## src/hdl/uvsf_pkg.sv

```systemverilog
package uvsf_pkg;

	localparam int MAX_SEGMENTS = 256;
	localparam int CORDIC_STEPS = 16;
	localparam int ATAN_N = 24;

	localparam logic [1:0] MODE_SOUTH = 2'd0;
	localparam logic [1:0] MODE_NORTH = 2'd1;
	localparam logic [1:0] MODE_SIDE  = 2'd2;

	localparam logic [2:0] REG_LON = 3'd0;
	localparam logic [2:0] REG_LAT = 3'd1;
	localparam logic [2:0] REG_RAD = 3'd2;
	localparam logic [2:0] REG_CX  = 3'd3;
	localparam logic [2:0] REG_CY  = 3'd4;
	localparam logic [2:0] REG_CZ  = 3'd5;

	typedef struct packed {
		logic [8:0]         lon;
		logic [8:0]         lat;
		logic [30:0]        radius;
		logic signed [31:0] cx;
		logic signed [31:0] cy;
		logic signed [31:0] cz;
	} cfg_t;

	typedef struct packed {
		logic       bad;
		logic [1:0] mode;
		logic [7:0] row;
		logic [7:0] col;
		logic [7:0] jn;
	} req_t;

	// atan(2^-i) as a fraction of a full turn, 2^32 = one turn
	function automatic logic [30:0] atan_turn(input logic [4:0] i);
		logic [30:0] r;
		case (i)
			5'd0:  r = 31'd536870912;
			5'd1:  r = 31'd316933406;
			5'd2:  r = 31'd167458907;
			5'd3:  r = 31'd85004756;
			5'd4:  r = 31'd42667331;
			5'd5:  r = 31'd21354465;
			5'd6:  r = 31'd10679838;
			5'd7:  r = 31'd5340245;
			5'd8:  r = 31'd2670163;
			5'd9:  r = 31'd1335087;
			5'd10: r = 31'd667544;
			5'd11: r = 31'd333772;
			5'd12: r = 31'd166886;
			5'd13: r = 31'd83443;
			5'd14: r = 31'd41722;
			5'd15: r = 31'd20861;
			5'd16: r = 31'd10430;
			5'd17: r = 31'd5215;
			5'd18: r = 31'd2608;
			5'd19: r = 31'd1304;
			5'd20: r = 31'd652;
			5'd21: r = 31'd326;
			5'd22: r = 31'd163;
			5'd23: r = 31'd81;
			default: r = 31'd0;
		endcase
		return r;
	endfunction

endpackage

```

## src/hdl/uvsf_front.sv

```systemverilog
module uvsf_front (
	input  logic          clk,
	input  logic          arst_n,
	input  uvsf_pkg::cfg_t cfg,
	input  logic          in_valid,
	output logic          in_ready,
	input  logic [1:0]    mode,
	input  logic [7:0]    ring_row,
	input  logic [7:0]    lon_column,
	output logic          req_valid,
	output uvsf_pkg::req_t req,
	input  logic          req_pop
);
	uvsf_pkg::req_t fifo_q [2];
	logic       wptr_q, rptr_q;
	logic [1:0] cnt_q;
	uvsf_pkg::req_t cls;
	logic [8:0] col_inc;
	logic       push;

	always_comb begin
		col_inc  = {1'b0, lon_column} + 9'd1;
		cls.mode = mode;
		cls.row  = ring_row;
		cls.col  = lon_column;
		cls.jn   = (col_inc == cfg.lon) ? 8'd0 : col_inc[7:0];
		cls.bad  = (mode == 2'd3) || (cfg.lon < 9'd3) || (cfg.lon > 9'(uvsf_pkg::MAX_SEGMENTS))
			|| (cfg.lat < 9'd1) || (cfg.lat > 9'(uvsf_pkg::MAX_SEGMENTS))
			|| ({1'b0, lon_column} >= cfg.lon)
			|| ((mode == uvsf_pkg::MODE_SIDE)
				&& ((cfg.lat < 9'd2) || ({2'b0, ring_row} + 10'd2 > {1'b0, cfg.lat})));
	end

	assign in_ready  = (cnt_q != 2'd2);
	assign push      = in_valid && in_ready;
	assign req_valid = (cnt_q != 2'd0);
	assign req       = fifo_q[rptr_q];

	always_ff @(posedge clk) begin
		if (push) fifo_q[wptr_q] <= cls;
	end

	always_ff @(posedge clk or negedge arst_n) begin
		if (!arst_n) begin
			wptr_q <= 1'b0;
			rptr_q <= 1'b0;
			cnt_q  <= 2'd0;
		end else begin
			if (push) wptr_q <= ~wptr_q;
			if (req_pop) rptr_q <= ~rptr_q;
			cnt_q <= cnt_q + {1'b0, push} - {1'b0, req_pop};
		end
	end
endmodule

```

## config.mk

```make
export PLATFORM = sky130hd
export DESIGN_NAME = uvsf_front
export DESIGN_NICKNAME = d
export VERILOG_FILES = /design/src/hdl/uvsf_pkg.sv /design/src/hdl/uvsf_front.sv
export SDC_FILE = /design/constraint.sdc
export NUM_CORES = 1
export LEC_CHECK = 0
export ABC_CLOCK_PERIOD_IN_PS = 2900
export BUFFER_PORTS_ARGS = -buffer_cell sky130_fd_sc_hd__clkbuf_2
export CORE_MARGIN = 2
export CORE_UTILIZATION = 43
export CTS_CLUSTER_SIZE = 24
export DETAILED_ROUTE_END_ITERATION = 10
export PLACE_DENSITY = 0.89
export SLEW_MARGIN = 15
export SYNTH_ARGS = -nofsm -noshare
export SYNTH_HDL_FRONTEND = slang
export SYNTH_SLANG_ARGS = --single-unit
```

## constraint.sdc

```tcl
create_clock -name clk -period 2.9 [get_ports clk]
set_input_delay 0.145 -clock clk [delete_from_list [all_inputs] [get_ports clk]]
set_output_delay 0.145 -clock clk [all_outputs]
set_load 0.005 [all_outputs]
```

==> run_results.csv <==
group,metric,value,unit
detailed_routing,detail-route-antenna-nets,0,
sta,timing.final.crit_period,1.99,ns
clock_tree,cts_buffers,9,
synthesis,netlist_instances,238,
critical_path,worst_ep_arrival_time,2.06,ns
placed_design,pre_cts_ws,0.583,ns
sta,tightest_slew,0.611,ns
critical_path,reg2reg_slack,1.04,ns
synthesis,synth-edff-count,54,
layout,area_growth,20.8,%
critical_path,worst_ep_required_time,2.97,ns
detailed_routing,drt_iter0_markers,98,
placed_design,io_buffers,68,
synthesis,ys_warn_count,0,
clock_tree,root_buffer,"clkbuf_8",
global_routing,grtUsageMet3,4.57,%
critical_path,start_kind,"primary input",
placed_design,dpl.hpwl,4890,um
synthesis,ys_top_cells_by_count,"edfxtp_1 (54), mux2_2 (27), ha_1 (21), inv_1 (19), nor2_1 (16)",
critical_path,crit_path_end_kind,"flip-flop",
floorplan,dieWidth,88.8,um
critical_path,path_max_fanout,7,
floorplan,die_h,88.8,um
detailed_routing,vias,2159,
detailed_routing,drc,0,
synthesis,syn_nets,426,
placed_design,gp_congestion,0.899,
detailed_routing,wl_per_cell,16.0,um
power_and_ir_drop,power.leakage,1.55,nW
global_routing,met1_usage,20.8,%
floorplan,core-area,6870,um^2
synthesis,ys_top_cells_by_area,"edfxtp_1 (52%), mux2_2 (9.8%), ha_1 (8.5%)",
clock_tree,clock_latency,0.33,ns
floorplan,pin_count,196,
synthesis,syn-cell-area,3090,um^2
floorplan,initial_core_util,45.0,%
synthesis,ys_ff_latch,58,
sta,fin_worst_skew,0.00438,ns
synthesis,syn_area_per_cell,13.0,um^2
power_and_ir_drop,cellPowerDensity,750,nW/um^2
layout,drive_gt1_share,37.1,%
critical_path,max_stage_delay,0.39,ns
layout,n_antenna_cell,0,
synthesis,synth.top_cell.area_share,52.4,%
global_routing,track_usage,17.5,%
critical_path,crit_type,"in -> reg",
synthesis,yosys.area.top_type,"edfxtp_1",
power_and_ir_drop,peakVddDrop,0.299,mV
synthesis,ys_seq_area_share,55.7,%
synthesis,synth.most_common_cell,"edfxtp_1",
clock_tree,cts_tree,"done",
detailed_routing,vias_per_cell,5.21,
floorplan,row_count,30,
synthesis,synth-main-ff-cell,"edfxtp_1",
sta,rsz0062_at_grt,"no",
global_routing,grt_pass1_vias,2152,
global_routing,grt_max_degree,29,
sta,fin_ws,0.908,ns
job,cap_violations,0,
sta,slew-limit-headroom,59.2,%
min_path,worstHoldPathType,"in -> reg",
global_routing,use_met2,29.4,%
detailed_routing,dr.pass1.iters,4,
layout,finalNetCount,502,
clock_tree,clock_path_buffers,2,
sta,setup-tns-final,0,ns
sta,post-route-period-util,68.7,%
global_routing,grt_pass1_wl,10200,um
sta,slew_viol_final,0,
outcome,outcome,"complete, no violations",
sta,timing.final.hold_violations,0,
critical_path,slowest_stage,"a221o_1",
sta,fmax,502,MHz
clock_tree,post_cts_resized,0,
clock_tree,cts.sinks,58,
floorplan,dieArea,7880,um^2
critical_path,cp_cell_sequence,"clkbuf_2 -> ha_1 -> and3_1 -> a311oi_2 -> o21ai_1 -> a221o_1 -> nor3_4 -> nor2_1",
clock_tree,h-tree-depth,3,
synthesis,async_flop_share,6.90,%
detailed_routing,finalWirelength,6610,um
global_routing,antenna_found_initial,0,
global_routing,top_usage_layer,"met2",
sta,setup_violations,0,
clock_tree,clk_pin_slew,0.06,ns
global_routing,globalRouteOverflowTotal,0,
synthesis,synthDistinctLibCells,40,
[cells in the final DEF, fill, tap and decap left out, types with 2 or more instances in the layout]
cell / instances
inv_1: 19
nand4_1: 4
clkbuf_8: 9
xnor2_1: 14
nor2b_1: 3
or2_2: 2
a21oi_1: 6
nor2_1: 15
xor2_1: 10
nor3_1: 2
clkbuf_2: 68
mux2_2: 27
a211oi_1: 3
mux2i_1: 2
ha_1: 21
buf_4: 3
clkinvlp_4: 2
edfxtp_1: 54
o311ai_0: 2
clkinv_2: 2
nand3_1: 7
nand2_1: 7
and3_1: 4
o21ai_0: 5
a21o_1: 3
dfrtp_1: 4
nand2b_1: 2
[where the power goes]
group          internal [mW]  leakage [nW]  switching, mW
clock network          0.385        0.0885          0.317
logic                  0.427         0.913          0.466
registers               1.15         0.546         0.0528
[cell families after synthesis]
family	share of synthesized area, %
xor gates and xnor gates	6.80
adders and majority gates	8.50
DFF	55.7
buffers and inverters	3.48
and+or+nand+nor	9.11
AOI/OAI and AO/OA	5.95
muxes	10.5
[stage by stage]
step	cell area, um^2	std cells	hold slack [ns]	utilization, %	power (mW)
5_1_grt	3730	414	0.0170	54.4	2.96
2_1_floorplan	3090	238	-0.151	-	1.74
3_5_place_dp	3540	398	-0.0436	51.5	2.12
3_3_place_gp	3540	398	-0.0474	51.5	2.08
6_report	3730	414	0.0232	54.4	2.80
4_1_cts	3730	414	0.0108	54.4	2.82
[final timing paths]
kind / from / endpoint / cells past startpoint
min reg2reg: cnt_q[1]$_DFF_PN0_ / cnt_q[1]$_DFF_PN0_ / 1
max reg2reg: cnt_q[0]$_DFF_PN0_ / fifo_q[0][0]$_DFFE_PP_ / 4
max: lon_column[0] / fifo_q[0][2]$_DFFE_PP_ / 8
min in group asynchronous: arst_n / rptr_q$_DFFE_PN0P_ / 2
max in group asynchronous: arst_n / cnt_q[0]$_DFF_PN0_ / 2
min: req_pop / rptr_q$_DFFE_PN0P_ / 2
[state kept, by name, indices dropped and copies added (netlist names)]
register,flops
cnt_q,2
fifo_q,54
rptr_q,1
wptr_q,1
[worst max-delay path, delay by kind of cell]
| family | cells | cell delay, ns |
|---|---|---|
| buffers and inverters | 1 | 0.15 |
| and+or+nand+nor | 3 | 0.71 |
| adders and majority gates | 1 | 0.26 |
| AOI/OAI and AO/OA | 3 | 0.78 |
[final cells by class]
class	count	area, um^2
Timing Repair Buffer	72	373
Fill cell	606	3140
Inverter	19	71.3
Tap cell	96	120
Multi-Input combinational cell	154	1260
Clock buffer	9	124
Sequential cell	58	1720
Clock inverter	6	58.8
[metal layers]
| metal | routed length, um | vias to the layer above |
|---|---|---|
| li1 | - | 1032 |
| met1 | 2810 | 1042 |
| met2 | 3240 | 77 |
| met3 | 454 | 8 |
| met4 | 106 | 0 |
| met5 | 0 | - |
[what timing repair did]
| item | CTS | global route |
|---|---|---|
| endpoints found under the hold margin | 4 | 0 |
| hold buffers | 1 | 0 |
| buffers inserted | 0 | 0 |
Power figures use the tool's default switching activity.
